$ cat src/rtl/obb_pkg.sv
// ---------------------------------------------------------------------------
// Oriented box overlap package
// Shared widths, the queue entry type and the sine table.
// ---------------------------------------------------------------------------
package obb_pkg;

	localparam int COORD_BITS     = 16;
	localparam int TRIG_FRAC_BITS = 15;
	localparam int LEN_W          = 12;
	localparam int ANG_W          = 9;
	localparam int IN_BITS        = 4 * COORD_BITS + 4 * LEN_W + 2 * ANG_W;
	localparam int IN_DATA_W      = ((IN_BITS + 7) / 8) * 8;
	localparam int OUT_DATA_W     = 8;

	localparam int DIFF_W = COORD_BITS + 1;
	localparam int TRIG_W = TRIG_FRAC_BITS + 2;
	localparam int PROD_W = (DIFF_W > TRIG_W ? DIFF_W : TRIG_W) + TRIG_W;
	localparam int NORM_W = 2 * TRIG_FRAC_BITS + 2;
	localparam int PROJ_W = DIFF_W + TRIG_FRAC_BITS + 1;
	localparam int TERM_W = LEN_W + NORM_W;
	localparam int SUM_W  = TERM_W + 2;
	localparam int CMP_W  = PROJ_W + TRIG_FRAC_BITS + 1;

	localparam logic [ANG_W-1:0] DEG_90  = ANG_W'(90);
	localparam logic [ANG_W-1:0] DEG_180 = ANG_W'(180);
	localparam logic [ANG_W-1:0] DEG_270 = ANG_W'(270);
	localparam logic [ANG_W:0]   DEG_360 = (ANG_W + 1)'(360);

	localparam int FIFO_DEPTH = 4;
	localparam int FIFO_AW    = $clog2(FIFO_DEPTH);

	localparam longint unsigned DEG_TO_RAD_Q30 = 64'd18740330;
	localparam longint unsigned TAYLOR_DIV [6] = '{6, 20, 42, 72, 110, 156};

	typedef logic signed [DIFF_W-1:0] diff_t;
	typedef logic signed [TRIG_W-1:0] trig_t;
	typedef logic [90:0][TRIG_FRAC_BITS:0] sin_tab_t;

	// One classified pair as it waits between the front and the back.
	typedef struct packed {
		diff_t            dx;
		diff_t            dy;
		logic [LEN_W-1:0] w1;
		logic [LEN_W-1:0] h1;
		logic [LEN_W-1:0] w2;
		logic [LEN_W-1:0] h2;
		logic [ANG_W-1:0] a1;
		logic [ANG_W-1:0] a2;
		logic             aligned;
	} pair_t;

	// Quarter-wave sine, Taylor series in Q30, evaluated at elaboration.
	function automatic sin_tab_t build_sin_tab();
		sin_tab_t          tab;
		longint unsigned   x;
		longint unsigned   x2;
		longint unsigned   term;
		longint            sum;
		longint unsigned   rnd;
		for (int a = 0; a <= 90; a++) begin
			x    = longint'(a) * DEG_TO_RAD_Q30;
			x2   = (x * x) >> 30;
			term = x;
			sum  = longint'(x);
			for (int k = 1; k <= 6; k++) begin
				term = ((term * x2) >> 30) / TAYLOR_DIV[k-1];
				if (k % 2 == 1) begin
					sum = sum - longint'(term);
				end else begin
					sum = sum + longint'(term);
				end
			end
			if (sum < 0) begin
				sum = 0;
			end
			rnd    = (longint'(sum) + (64'd1 << (29 - TRIG_FRAC_BITS))) >> (30 - TRIG_FRAC_BITS);
			tab[a] = rnd[TRIG_FRAC_BITS:0];
		end
		return tab;
	endfunction

	localparam sin_tab_t SIN_TAB = build_sin_tab();

	// Sine of a reduced angle (0 to 359 degrees) by quadrant symmetry.
	function automatic trig_t sine_deg(input logic [ANG_W-1:0] a);
		logic [6:0] idx;
		logic       neg;
		logic [TRIG_FRAC_BITS:0] mag;
		if (a <= DEG_90) begin
			idx = a[6:0];
			neg = 1'b0;
		end else if (a <= DEG_180) begin
			idx = 7'(DEG_180 - a);
			neg = 1'b0;
		end else if (a <= DEG_270) begin
			idx = 7'(a - DEG_180);
			neg = 1'b1;
		end else begin
			idx = 7'(DEG_360 - {1'b0, a});
			neg = 1'b1;
		end
		mag = SIN_TAB[idx];
		return neg ? -trig_t'({1'b0, mag}) : trig_t'({1'b0, mag});
	endfunction

	// Cosine as the sine of the angle plus 90 degrees.
	function automatic trig_t cosine_deg(input logic [ANG_W-1:0] a);
		logic [ANG_W:0] b;
		b = {1'b0, a} + {1'b0, DEG_90};
		if (b >= DEG_360) begin
			b = b - DEG_360;
		end
		return sine_deg(b[ANG_W-1:0]);
	endfunction

endpackage

$ cat src/rtl/obb_front.sv
// ---------------------------------------------------------------------------
// Oriented box overlap front end
// Takes input words, reduces angles, forms the center difference and
// decides between the axis-aligned and the rotated test.
// ---------------------------------------------------------------------------
module obb_front import obb_pkg::*; (
	input  logic                 clk,
	input  logic                 arst_n,
	input  logic                 s_tvalid,
	output logic                 s_tready,
	input  logic [IN_DATA_W-1:0] s_tdata,
	output logic                 pair_valid,
	input  logic                 pair_ready,
	output pair_t                pair
);

	logic  valid_q;
	pair_t pair_q;
	pair_t pair_d;

	logic signed [COORD_BITS-1:0] x1, y1, x2, y2;
	logic [ANG_W-1:0]             ra1, ra2, a1_raw, a2_raw;

	// Field unpacking, first field in the lowest bits.
	always_comb begin
		x1     = s_tdata[COORD_BITS-1:0];
		y1     = s_tdata[2*COORD_BITS-1 -: COORD_BITS];
		a1_raw = s_tdata[2*COORD_BITS+2*LEN_W +: ANG_W];
		x2     = s_tdata[2*COORD_BITS+2*LEN_W+ANG_W +: COORD_BITS];
		y2     = s_tdata[3*COORD_BITS+2*LEN_W+ANG_W +: COORD_BITS];
		a2_raw = s_tdata[4*COORD_BITS+4*LEN_W+ANG_W +: ANG_W];
		ra1    = ({1'b0, a1_raw} >= DEG_360) ? ANG_W'({1'b0, a1_raw} - DEG_360) : a1_raw;
		ra2    = ({1'b0, a2_raw} >= DEG_360) ? ANG_W'({1'b0, a2_raw} - DEG_360) : a2_raw;
		pair_d.dx = diff_t'(x1) - diff_t'(x2);
		pair_d.dy = diff_t'(y1) - diff_t'(y2);
		pair_d.w1 = s_tdata[2*COORD_BITS +: LEN_W];
		pair_d.h1 = s_tdata[2*COORD_BITS+LEN_W +: LEN_W];
		pair_d.w2 = s_tdata[4*COORD_BITS+2*LEN_W+ANG_W +: LEN_W];
		pair_d.h2 = s_tdata[4*COORD_BITS+3*LEN_W+ANG_W +: LEN_W];
		pair_d.a1 = ra1;
		pair_d.a2 = ra2;
		pair_d.aligned = ((ra1 == DEG_90) || (ra1 == DEG_270)) && (ra2 == DEG_90);
	end

	assign s_tready   = !valid_q || pair_ready;
	assign pair_valid = valid_q;
	assign pair       = pair_q;

	// Valid flag of the front register.
	always_ff @(posedge clk or negedge arst_n) begin
		if (!arst_n) begin
			valid_q <= 1'b0;
		end else if (s_tready) begin
			valid_q <= s_tvalid;
		end
	end

	// Classified word.
	always_ff @(posedge clk) begin
		if (s_tready && s_tvalid) begin
			pair_q <= pair_d;
		end
	end

endmodule

$ cat config.mk
export PLATFORM = sky130hd
export DESIGN_NAME = obb_front
export DESIGN_NICKNAME = d
export VERILOG_FILES = /design/src/rtl/obb_pkg.sv /design/src/rtl/obb_front.sv
export SDC_FILE = /design/constraint.sdc
export NUM_CORES = 1
export LEC_CHECK = 0
export ABC_CLOCK_PERIOD_IN_PS = 4460
export BUFFER_PORTS_ARGS = -buffer_cell sky130_fd_sc_hd__buf_2
export CAP_MARGIN = 5
export CORE_MARGIN = 2
export CORE_UTILIZATION = 47
export DETAILED_ROUTE_END_ITERATION = 16
export PLACE_DENSITY = 0.77
export SLEW_MARGIN = 5
export SYNTH_ARGS = -nofsm -noshare
export SYNTH_HDL_FRONTEND = slang
export SYNTH_SLANG_ARGS = --single-unit
$ cat constraint.sdc
create_clock -name clk -period 4.46 [get_ports clk]
set_input_delay 0.446 -clock clk [delete_from_list [all_inputs] [get_ports clk]]
set_output_delay 0.446 -clock clk [all_outputs]
set_load 0.01 [all_outputs]
==> out/qor.yml <==
edff_count_synth: 101
slew_headroom_pct: 58.9
drt.antenna.violating_nets: 0
fraction_of_layout_cells_with_a_size_suffix_above_1_pct: 39.0
routed_wl_mm: 12.3
post_drt_via_cell_ratio: 5.24
global_route_congestion_overflow_total: 0
die_area_um2: 12000
vias: 4297
whs_ns: 0.243
postPlaceCellArea_um2: 6590
core.rowCount: 38
max_cap_viol_count: 0
place_worst_setup_slack_ns: 1.73
yosysUniqueCellTypes: 59
area_growth_syn_to_layout_pct: 29.8
dp.final_hpwl_mm: 9.87
hp-start: "s_tdata[36]"
fin_ws_ns: 2.07
r2r_cells: 3
top_level_ports: 243
cts-buffers-inserted: 9
grt_first_pass_wirelength_mm: 18.6
synth_area_leaders: "sky130_fd_sc_hd__edfxtp_1 (58%), sky130_fd_sc_hd__ha_1 (8.1%), sky130_fd_sc_hd__inv_1 (4.1%)"
insertion_delay_ns: 0.37
cts_tree: "yes"
power-per-cell-area_nw_per_um2: 327
timing.hold.worst_endpoint: "pair[59]"
synthesis.instances: 431
avgSynthCellArea_um2: 12.1
cellLeakagePower_nw: 3.10
antennaDiodeCount: 0
synthDominantCellAreaShare_pct: 57.9
timing_max_transition_violations_final: 0
synth.cell_area_um2: 5230
worst_r2r_endpoint: "pair[72]"
startpoint_type: "input pin"
ir_worst_vdd_mv: 0.167
critPathCaptureType: "register"
ys.flop_type: "sky130_fd_sc_hd__edfxtp_1"
detail_route.wl_per_cell_um: 15.0
hold-path-cell-count: 1
critPathKind: "in -> reg"
worst_endpoint_required_time_ns: 4.58
crit_path_start: "s_tdata[16]"
syn_nets: 607
timing.setup.tns_ns: 0
clock_sink_count: 102
antenna_found_initial: 0
place.port_buffers: 236
num-nets-final: 851
synth_common_cells: "sky130_fd_sc_hd__edfxtp_1 (101), sky130_fd_sc_hd__inv_1 (57), sky130_fd_sc_hd__ha_1 (34)"
path_clk_slew_ns: 0.11
synth_seq_area_share_pct: 58.4
place_congestion: 0.941
finalWorstPathRequiredPeriod_ns: 2.39
drt_iter0_markers: 267
cts_max_path_buffers: 2
crit-reg2reg-launch: "pair_valid"
final_setup_violation_count: 0
first_global_vias: 4048
crit_fanout: 4
htree_num_levels: 3
async_set_or_reset_flop_fraction_in_the_synthesized_netlist_pct: 0.980
initial_utilization_pct: 48.3
run_status: "complete, no violations"
period_share_pct: 53.6
tightest_slew_ns: 0.611
ys.warnings.count: 0
rsz0062_at_grt: "no"
worstPathArrival_ns: 2.50
post-cts-setup-buffer-count: 0
grt_max_degree: 46
max_freq_ghz: 0.419
synth.ff_latch_count: 102
clock_skew_ns: 0.0133
grt_util_all_layers_pct: 20.0
report.final.hold_viol_count: 0
reg2reg_setup_slack_ns: 2.64
first_pass_iters: 6
floorplan.core_area_um2: 10800
chipWidth_um: 110
cts-root-buf: "sky130_fd_sc_hd__clkbuf_8"
min_path_type: "in -> reg"
cell_taking_the_most_area_after_synthesis: "sky130_fd_sc_hd__edfxtp_1"
synth.most_common_cell: "sky130_fd_sc_hd__edfxtp_1"
detail_route.drc_violations: 0
finish.instance_area_um2: 6790
die_height_um: 110
==> stage by stage <==
stage	utilization (%)	power, W	cells
after floorplan	-	0.00148	431
after global placement	60.7	0.00164	803
after detailed placement	60.7	0.00166	803
after CTS	62.7	0.00224	820
after global routing	62.7	0.00233	820
final	62.7	0.00222	820
==> timing repair <==
item	in CTS	in global routing
hold endpoints to repair	1	0
resized for setup	0	0
hold buffers	1	0
==> sequential cells by signal, summed over array words and instances (netlist names) <==
name / flops
pair: 101
pair_valid: 1
==> kinds of logic after synthesis <==
family / synth area share, %
AND/OR/NAND/NOR: 11.1
flip-flops: 58.4
AO/OA/AOI/OAI: 12.4
buffers and inverters: 4.52
adder cells (fa/ha/maj): 8.89
XOR/XNOR: 3.68
multiplexers: 0.956
==> report_power, final <==
group | internal, W | switching, W
Clock | 0.000222 | 0.000356
Combinational | 0.000209 | 0.000267
Sequential | 0.00115 | 0.0000153
==> worst max-delay path by stage <==
stage | to | slack (ns) | depth (start not counted)
6_report | pair[81] | 2.07 | 10
5_1_grt | pair[81] | 1.94 | 10
4_1_cts | pair[81] | 2.13 | 10
3_5_place_dp | pair[81] | 1.73 | 10
3_3_place_gp | pair[81] | 1.75 | 10
2_1_floorplan | pair[0] | 0.99 | 2
==> critical path: stages <==
cell and delay [ns]:
sky130_fd_sc_hd__buf_2 0.09, sky130_fd_sc_hd__inv_1 0.04, sky130_fd_sc_hd__ha_1 0.18, sky130_fd_sc_hd__fa_1 0.22, sky130_fd_sc_hd__nor2b_1 0.07, sky130_fd_sc_hd__o31a_1 0.27, sky130_fd_sc_hd__o31ai_1 0.41, sky130_fd_sc_hd__a31oi_1 0.24
sky130_fd_sc_hd__nor4b_1 0.20, sky130_fd_sc_hd__or3_1 0.34
==> cells in the final DEF (no fill, tap or decap), types with 5 or more instances in the layout <==
cell type	n
sky130_fd_sc_hd__buf_2	236
sky130_fd_sc_hd__edfxtp_1	101
sky130_fd_sc_hd__inv_1	57
sky130_fd_sc_hd__ha_1	34
sky130_fd_sc_hd__a21oi_1	24
sky130_fd_sc_hd__nor2_1	23
sky130_fd_sc_hd__nand2_1	20
sky130_fd_sc_hd__o21ai_0	18
sky130_fd_sc_hd__xnor2_1	16
sky130_fd_sc_hd__nand3_1	11
sky130_fd_sc_hd__nor2b_1	9
sky130_fd_sc_hd__clkbuf_8	9
sky130_fd_sc_hd__a31oi_1	8
sky130_fd_sc_hd__nor3_1	8
sky130_fd_sc_hd__o21a_1	7
sky130_fd_sc_hd__a21o_1	6
sky130_fd_sc_hd__xor2_1	6
sky130_fd_sc_hd__o31ai_1	5
sky130_fd_sc_hd__nor4_1	5
sky130_fd_sc_hd__nand4_1	5
==> routing by layer <==
layer  global-route usage (%)  share of wire (%)  vias to the layer above
met5                        0                  0                        -
met4                     5.79                1.8                        0
met3                     4.98                8.0                       23
met2                     36.3                 51                      185
met1                     23.3                 39                     2002
li1                         -                  -                     2087
==> layout make-up <==
cell class	instances	area, um2
fillers	848	4050
flip-flops and latches	102	3060
multi-input cells	266	1940
repair buffers	239	1210
inverters	57	214
well taps	140	175
clock buffers	9	124
clock inverters	7	73.8
Note: power is estimated with default switching activity, not from simulation.
