$ cat src/rtl/obb_pkg.sv
// ---------------------------------------------------------------------------
// Oriented box overlap package
// Shared widths, the queue entry type and the sine table.
// ---------------------------------------------------------------------------
package obb_pkg;

	localparam int COORD_BITS     = 16;
	localparam int TRIG_FRAC_BITS = 15;
	localparam int LEN_W          = 12;
	localparam int ANG_W          = 9;
	localparam int IN_BITS        = 4 * COORD_BITS + 4 * LEN_W + 2 * ANG_W;
	localparam int IN_DATA_W      = ((IN_BITS + 7) / 8) * 8;
	localparam int OUT_DATA_W     = 8;

	localparam int DIFF_W = COORD_BITS + 1;
	localparam int TRIG_W = TRIG_FRAC_BITS + 2;
	localparam int PROD_W = (DIFF_W > TRIG_W ? DIFF_W : TRIG_W) + TRIG_W;
	localparam int NORM_W = 2 * TRIG_FRAC_BITS + 2;
	localparam int PROJ_W = DIFF_W + TRIG_FRAC_BITS + 1;
	localparam int TERM_W = LEN_W + NORM_W;
	localparam int SUM_W  = TERM_W + 2;
	localparam int CMP_W  = PROJ_W + TRIG_FRAC_BITS + 1;

	localparam logic [ANG_W-1:0] DEG_90  = ANG_W'(90);
	localparam logic [ANG_W-1:0] DEG_180 = ANG_W'(180);
	localparam logic [ANG_W-1:0] DEG_270 = ANG_W'(270);
	localparam logic [ANG_W:0]   DEG_360 = (ANG_W + 1)'(360);

	localparam int FIFO_DEPTH = 4;
	localparam int FIFO_AW    = $clog2(FIFO_DEPTH);

	localparam longint unsigned DEG_TO_RAD_Q30 = 64'd18740330;
	localparam longint unsigned TAYLOR_DIV [6] = '{6, 20, 42, 72, 110, 156};

	typedef logic signed [DIFF_W-1:0] diff_t;
	typedef logic signed [TRIG_W-1:0] trig_t;
	typedef logic [90:0][TRIG_FRAC_BITS:0] sin_tab_t;

	// One classified pair as it waits between the front and the back.
	typedef struct packed {
		diff_t            dx;
		diff_t            dy;
		logic [LEN_W-1:0] w1;
		logic [LEN_W-1:0] h1;
		logic [LEN_W-1:0] w2;
		logic [LEN_W-1:0] h2;
		logic [ANG_W-1:0] a1;
		logic [ANG_W-1:0] a2;
		logic             aligned;
	} pair_t;

	// Quarter-wave sine, Taylor series in Q30, evaluated at elaboration.
	function automatic sin_tab_t build_sin_tab();
		sin_tab_t          tab;
		longint unsigned   x;
		longint unsigned   x2;
		longint unsigned   term;
		longint            sum;
		longint unsigned   rnd;
		for (int a = 0; a <= 90; a++) begin
			x    = longint'(a) * DEG_TO_RAD_Q30;
			x2   = (x * x) >> 30;
			term = x;
			sum  = longint'(x);
			for (int k = 1; k <= 6; k++) begin
				term = ((term * x2) >> 30) / TAYLOR_DIV[k-1];
				if (k % 2 == 1) begin
					sum = sum - longint'(term);
				end else begin
					sum = sum + longint'(term);
				end
			end
			if (sum < 0) begin
				sum = 0;
			end
			rnd    = (longint'(sum) + (64'd1 << (29 - TRIG_FRAC_BITS))) >> (30 - TRIG_FRAC_BITS);
			tab[a] = rnd[TRIG_FRAC_BITS:0];
		end
		return tab;
	endfunction

	localparam sin_tab_t SIN_TAB = build_sin_tab();

	// Sine of a reduced angle (0 to 359 degrees) by quadrant symmetry.
	function automatic trig_t sine_deg(input logic [ANG_W-1:0] a);
		logic [6:0] idx;
		logic       neg;
		logic [TRIG_FRAC_BITS:0] mag;
		if (a <= DEG_90) begin
			idx = a[6:0];
			neg = 1'b0;
		end else if (a <= DEG_180) begin
			idx = 7'(DEG_180 - a);
			neg = 1'b0;
		end else if (a <= DEG_270) begin
			idx = 7'(a - DEG_180);
			neg = 1'b1;
		end else begin
			idx = 7'(DEG_360 - {1'b0, a});
			neg = 1'b1;
		end
		mag = SIN_TAB[idx];
		return neg ? -trig_t'({1'b0, mag}) : trig_t'({1'b0, mag});
	endfunction

	// Cosine as the sine of the angle plus 90 degrees.
	function automatic trig_t cosine_deg(input logic [ANG_W-1:0] a);
		logic [ANG_W:0] b;
		b = {1'b0, a} + {1'b0, DEG_90};
		if (b >= DEG_360) begin
			b = b - DEG_360;
		end
		return sine_deg(b[ANG_W-1:0]);
	endfunction

endpackage

$ cat src/rtl/obb_fifo.sv
// ---------------------------------------------------------------------------
// Oriented box overlap queue
// Short queue that lets the front end and the back end stall apart.
// ---------------------------------------------------------------------------
module obb_fifo import obb_pkg::*; (
	input  logic  clk,
	input  logic  arst_n,
	input  logic  push,
	input  pair_t push_data,
	output logic  full,
	input  logic  pop,
	output logic  not_empty,
	output pair_t pop_data
);

	pair_t              mem_q [FIFO_DEPTH];
	logic [FIFO_AW-1:0] wr_ptr_q, rd_ptr_q;
	logic [FIFO_AW:0]   count_q;

	assign full      = (count_q == (FIFO_AW + 1)'(FIFO_DEPTH));
	assign not_empty = (count_q != '0);
	assign pop_data  = mem_q[rd_ptr_q];

	// Pointers and fill count.
	always_ff @(posedge clk or negedge arst_n) begin
		if (!arst_n) begin
			wr_ptr_q <= '0;
			rd_ptr_q <= '0;
			count_q  <= '0;
		end else begin
			if (push) begin
				wr_ptr_q <= wr_ptr_q + 1'b1;
			end
			if (pop) begin
				rd_ptr_q <= rd_ptr_q + 1'b1;
			end
			if (push && !pop) begin
				count_q <= count_q + 1'b1;
			end else if (pop && !push) begin
				count_q <= count_q - 1'b1;
			end
		end
	end

	// Storage.
	always_ff @(posedge clk) begin
		if (push) begin
			mem_q[wr_ptr_q] <= push_data;
		end
	end

endmodule

$ cat config.mk
export PLATFORM = sky130hd
export DESIGN_NAME = obb_fifo
export DESIGN_NICKNAME = d
export VERILOG_FILES = /design/src/rtl/obb_pkg.sv /design/src/rtl/obb_fifo.sv
export SDC_FILE = /design/constraint.sdc
export NUM_CORES = 1
export LEC_CHECK = 0
export ABC_AREA = 1
export BUFFER_PORTS_ARGS = -buffer_cell sky130_fd_sc_hd__buf_2
export CELL_PAD_IN_SITES_DETAIL_PLACEMENT = 1
export CELL_PAD_IN_SITES_GLOBAL_PLACEMENT = 2
export CORE_MARGIN = 2
export CORE_UTILIZATION = 36
export DETAILED_ROUTE_END_ITERATION = 8
export GPL_ROUTABILITY_DRIVEN = 0
export PLACE_DENSITY = 0.76
export SLEW_MARGIN = 20
export SYNTH_ARGS = -nofsm -noshare
export SYNTH_HDL_FRONTEND = slang
export SYNTH_SLANG_ARGS = --single-unit
$ cat constraint.sdc
create_clock -name clk -period 2.8 [get_ports clk]
set_input_delay 0.42 -clock clk [delete_from_list [all_inputs] [get_ports clk]]
set_output_delay 0.42 -clock clk [all_outputs]
set_load 0.05 [all_outputs]
==> out/qor.txt, run 1 <==
All-Layer GR Usage - 15.9%
Max-Slew Margin vs Limit - 71.2%
WP data arrival - 2.16 ns
largest net degree at the start of global routing - 105
overall power - 24.5 mW
Core ar. - 45200 um2
Num CTS Buffers - 44
initial core utilization - 36.4%
initial antenna violation count - 9
placed cell area - 18200 um2
dpl ws - 0.828 ns
Setup WS post-layout - 0.215 ns
RSZ-0062 raised after global routing - false
H-Tree Level Count - 2
Post-CTS Hold Buffers - 1
worst-path maximum fanout - 24
clock tree root buffer cell - clkbuf_16
Final HPWL DP - 21.9 mm
Slew Limit Fails - 0
vias in the first global route - 10400
Worst-Skew Late Latency - 0.55 ns
row count - 78
Pwr Density - 1250 nW/um2
worst hold margin - 0.0789 ns
leakage power - 7.73 nW
flops & latches, synth - 411
CTS tree - built
die area - 47400 um2
Post-Synth Adder-Cell Area - 0.502%
I/O pin count - 208
Crit path required time - 2.38 ns
final setup TNS - 0 ns
CTS resizes - 0
die height - 218 um
minimum clock period - 2.58 ns
final period utilization - 92.3%
clock transition at the registers of the reported paths - 0.06 ns
Hold Violations, Final - 0
Post-Synth Simple-Gate Area - 7.36%
chip width - 218 um
kind of critical path - flip-flop to output port
Achievable Freq - 387 MHz
routed len/inst - 17.8 um
Netlist cell types - 18
VDD IR max - 862 uV
sequential-to-total area share from yosys stat - 74.8%
commonest cells after routing, fill and taps aside - edfxtp_1, nand2_1, inv_1, buf_2, o211ai_1
Syn Std Cell Area - 16400 um2
crit path launch type - flip-flop
share of cells above drive strength 1 - 20.0%
Vias - 9899
clk sink count - 411
crit path capture type - output port
Post-Place Cells - 1988
Post-Syn Area per Cell - 13.4 um2
setup bufs post-CTS - 0
Synth Area in Compound Gates - 9.25%
Worst Tran Pin Value - 0.433 ns
Final setup viols - 0
Final Skew - 0.0131 ns
post-DR vias/cell - 4.78
synthesis-to-finish area growth - 19.0%
yosys warns - 0
DRT antenna net count - 0
largest family of logic cells by synthesized area - compound AO/OA/AOI/OAI gates
NumNets Final - 1546
number of DRC markers after the initial detailed-route iteration - 473
first-pass GRT wire length - 57.9 mm
Worst Setup SP - rd_ptr_q[0]$_DFFE_PN0P_
worst min-delay path startpoint - push_data[78]
most common cell after layout, fill and taps aside - edfxtp_1
Finished Core Util - 43.3%
Worst R2R Start - wr_ptr_q[0]$_DFFE_PN0P_
drt pass-1 iters - 4
Worst Hold Class - input port to flip-flop
CTS Buffer Depth - 3
PortBufs - 207
DRC Markers - 0
drt total wl - 36.9 mm
status - completed
Non-Filler Instances - 2072
fin area - 19600 um2
Cells after Synth - 1227
maxcap violations - 0
Synth Area in XOR/XNOR - 0.213%
Net Count, Synth - 1338
mux contribution to synthesized area - 0%
global route total overflow - 0
==> final cells by class <==
type / instances / area [um2]
antenna: 4 / 10.0
tap: 600 / 751
fill: 4721 / 25600
sequential: 411 / 12300
clock inverter: 24 / 186
clock buffer: 55 / 1160
inverter: 214 / 821
timing repair buffer: 230 / 1470
multi-input combinational: 534 / 2850
==> power by group <==
part	internal, mW	switching (mW)	total [mW]
logic	2.51	8.18	10.7
clock network	3.21	2.28	5.49
registers	8.05	0.324	8.37
total	13.8	10.8	24.5
==> critical path, stage by stage (launching register included) <==
cell	delay, ns
dfrtp_4	0.58
buf_12	0.21
buf_12	0.17
nand2_1	0.09
o211ai_1	0.10
nand2_1	0.16
buf_2	0.29
==> synth_stat cells <==
cell	n	area share, %
buf_6	18	1.2
xor2_1	3	0.16
dfrtp_1	7	1.1
ha_1	5	0.38
nand2_1	317	7.2
edfxtp_1	404	74
nor3_1	1	0.030
inv_1	214	4.9
clkbuf_1	4	0.091
nor2_1	1	0.023
xnor2_1	1	0.053
buf_2	32	0.97
nand4_1	1	0.038
o21ai_1	1	0.030
o211ai_1	202	9.2
nand3_1	1	0.030
fa_1	1	0.12
buf_4	14	0.64
==> cell families after synthesis <==
group,Yosys count
compound gates,203
simple gates,321
flops,411
xor+xnor,4
fa+ha+maj,6
buf+inv,282
==> worst paths after layout <==
check	to	slack (ns)	cells after the start
max in group asynchronous	rd_ptr_q[0]$_DFFE_PN0P_	2.36	2
min	mem_q[2][78]$_DFFE_PP_	0.08	1
min in group asynchronous	rd_ptr_q[1]$_DFFE_PN0P_	0.26	2
max reg2reg	mem_q[3][43]$_DFFE_PP_	1.01	4
min reg2reg	count_q[2]$_DFFE_PN0P_	0.48	2
max	pop_data[76]	0.22	6
==> routing by layer <==
metal,vias to the layer above,global-route usage [%],routed length (um)
met1,4938,19.7,15800
met2,191,27.6,18500
met5,-,0,41
met4,8,4.86,704
met3,61,3.50,1870
li1,4701,-,-
==> state kept, by name, indices dropped and copies added (netlist names) <==
name      flops
count_q       3
mem_q       404
rd_ptr_q      2
wr_ptr_q      2
Note: power is estimated with default switching activity, not from simulation.
==> inputs of run 2 (changes only) <==
- MAX_ROUTING_LAYER: unset -> met4
- SETUP_SLACK_MARGIN: unset -> 0.1
==> run 2 against run 1 <==
Sequential power about the same; global-route usage rose by 0.49 points; final cell count grew 0.19%; critical path type unchanged; highest routed layer is now met4.
==> out/qor.txt, run 2 (same netlist as run 1, synthesis figures left out) <==
leakage power - 7.73 nW (about the same)
clock transition at the registers of the reported paths - 0.06 ns (about the same)
max FFs per register - 404 (unchanged)
Max-Slew Margin vs Limit - 72.4% (+1.3 points)
Largest regs - mem_q (404), count_q (3)
most flop-heavy register - mem_q
PortBufs - 207 (unchanged)
largest net degree at the start of global routing - 105 (unchanged)
NumNets Final - 1546 (unchanged)
Worst path slowest cell - dfrtp_4
Pwr Density - 1250 nW/um2 (about the same)
DRT antenna net count - 0 (unchanged)
Final HPWL DP - 21.9 mm (unchanged)
CTS Buffer Depth - 3 (unchanged)
All-Layer GR Usage - 16.4% (+0.49 points)
worst hold margin - 0.0796 ns (+0.000754 ns)
share of cells above drive strength 1 - 20.0% (unchanged)
global route total overflow - 0 (unchanged)
dpl ws - 0.828 ns (unchanged)
commonest cells after routing, fill and taps aside - edfxtp_1, nand2_1, inv_1, buf_2, o211ai_1
setup bufs post-CTS - 0 (unchanged)
clock tree root buffer cell - clkbuf_16
Setup WS post-layout - 0.226 ns (+0.0110 ns)
die area - 47400 um2 (unchanged)
most common cell after layout, fill and taps aside - edfxtp_1
row count - 78 (unchanged)
Final setup viols - 0 (unchanged)
crit path launch type - flip-flop
Worst path top cell family by delay - buffers and inverters
worst-path maximum fanout - 24 (unchanged)
Worst Hold Class - input port to flip-flop
clk sink count - 411 (unchanged)
post-DR vias/cell - 4.76 (-0.40%)
maxcap violations - 0 (unchanged)
VDD IR max - 863 uV (+0.15%)
Worst-Skew Late Latency - 0.55 ns (about the same)
RSZ-0062 raised after global routing - true
vias in the first global route - 10400 (-0.16%)
I/O pin count - 208 (unchanged)
status - completed
Worst Tran Pin Value - 0.413 ns (-0.0198 ns)
drt pass-1 iters - 4 (unchanged)
crit-path max cell delay - 0.59 ns (about the same)
WP data arrival - 2.15 ns (about the same)
Crit path required time - 2.38 ns (about the same)
kind of critical path - flip-flop to output port
first-pass GRT wire length - 57.9 mm (about the same)
DRC Markers - 0 (unchanged)
Core ar. - 45200 um2 (unchanged)
synthesis-to-finish area growth - 19.1% (about the same)
Num CTS Buffers - 44 (unchanged)
initial antenna violation count - 9 (unchanged)
drt total wl - 36.9 mm (about the same)
crit-path cells - buf_12 > buf_12 > nand2_1 > o211ai_1 > nand2_1 > buf_2
Hold Violations, Final - 0 (unchanged)
initial core utilization - 36.4% (unchanged)
routed len/inst - 17.8 um (-0.12%)
crit path capture type - output port
overall power - 24.6 mW (about the same)
final setup TNS - 0 ns (unchanged)
Achievable Freq - 389 MHz (+0.43%)
chip width - 218 um (unchanged)
H-Tree Level Count - 2 (unchanged)
minimum clock period - 2.57 ns (-0.0110 ns)
Final Skew - 0.0129 ns (-0.000191 ns)
number of DRC markers after the initial detailed-route iteration - 500 (+5.7%)
Slew Limit Fails - 0 (unchanged)
die height - 218 um (unchanged)
CTS tree - built
Vias - 9878 (-0.21%)
worst path bufs/invs - 3 (unchanged)
final period utilization - 91.9% (-0.39 points)
-- run 2: changes by cell type in the layout (fill, tap and decap cells not counted) --
cell     change
diode_2      +4
buf_12       -1
buf_16       +1
-- run 2: worst register-to-register path, delay by kind of cell, from the launching register on --
family,cells,cell delay [ns]
flip-flops,1,0.43
adder cells (fa/ha/maj),1,0.21
buffers and inverters,2,0.72
AND/OR/NAND/NOR,1,0.09
-- run 2: final timing paths --
kind,slack (ns),depth (start not counted),to,start
max,0.23,6,pop_data[76],rd_ptr_q[0]$_DFFE_PN0P_
min,0.08,1,mem_q[2][100]$_DFFE_PP_,push_data[100]
max reg2reg,1.00,4,mem_q[3][45]$_DFFE_PP_,wr_ptr_q[0]$_DFFE_PN0P_
min reg2reg,0.48,2,count_q[2]$_DFFE_PN0P_,count_q[2]$_DFFE_PN0P_
max in group asynchronous,2.34,2,rd_ptr_q[0]$_DFFE_PN0P_,arst_n
min in group asynchronous,0.27,2,rd_ptr_q[1]$_DFFE_PN0P_,arst_n
-- run 2: layer usage --
metal	routed length, um	GRT usage, %	part of all wire, %	vias to the layer above
met5	0	-	0	-
met4	701	4.86	1.9	0
met3	1720	3.40	4.7	52
met2	18500	27.5	50	179
met1	16000	19.9	43	4942
li1	-	-	-	4705
-- run 2: metrics by stage --
stage	util (%)	cell area, um2	instances
3_3_place_gp	40.3	18200	1988
6_report	43.3	19600	2076
2_1_floorplan	-	16500	1227
4_1_cts	43.3	19600	2068
5_1_grt	43.3	19600	2076
3_5_place_dp	40.3	18200	1988
-- run 2: power by group --
group	total (mW)	switching, mW	internal, mW
Clock	5.49	2.28	3.21
Sequential	8.38	0.328	8.05
Combinational	10.7	8.18	2.52
Total	24.6	10.8	13.8
-- run 2: repair_timing --
| action | CTS | global route |
|---|---|---|
| hold buffers | 1 | 0 |
| hold endpoints to repair | 7 | 0 |
| endpoints found under the setup margin | 0 | 1 |
| gates resized for setup | 0 | 1 |
-- run 2: layout make-up --
cell class	count	area, um2
inverters	214	821
fillers	4729	25600
clock buffers	55	1160
flip-flops and latches	411	12300
repair buffers	230	1480
multi-input cells	534	2850
clock inverters	24	186
diodes	8	20.0
well taps	600	751
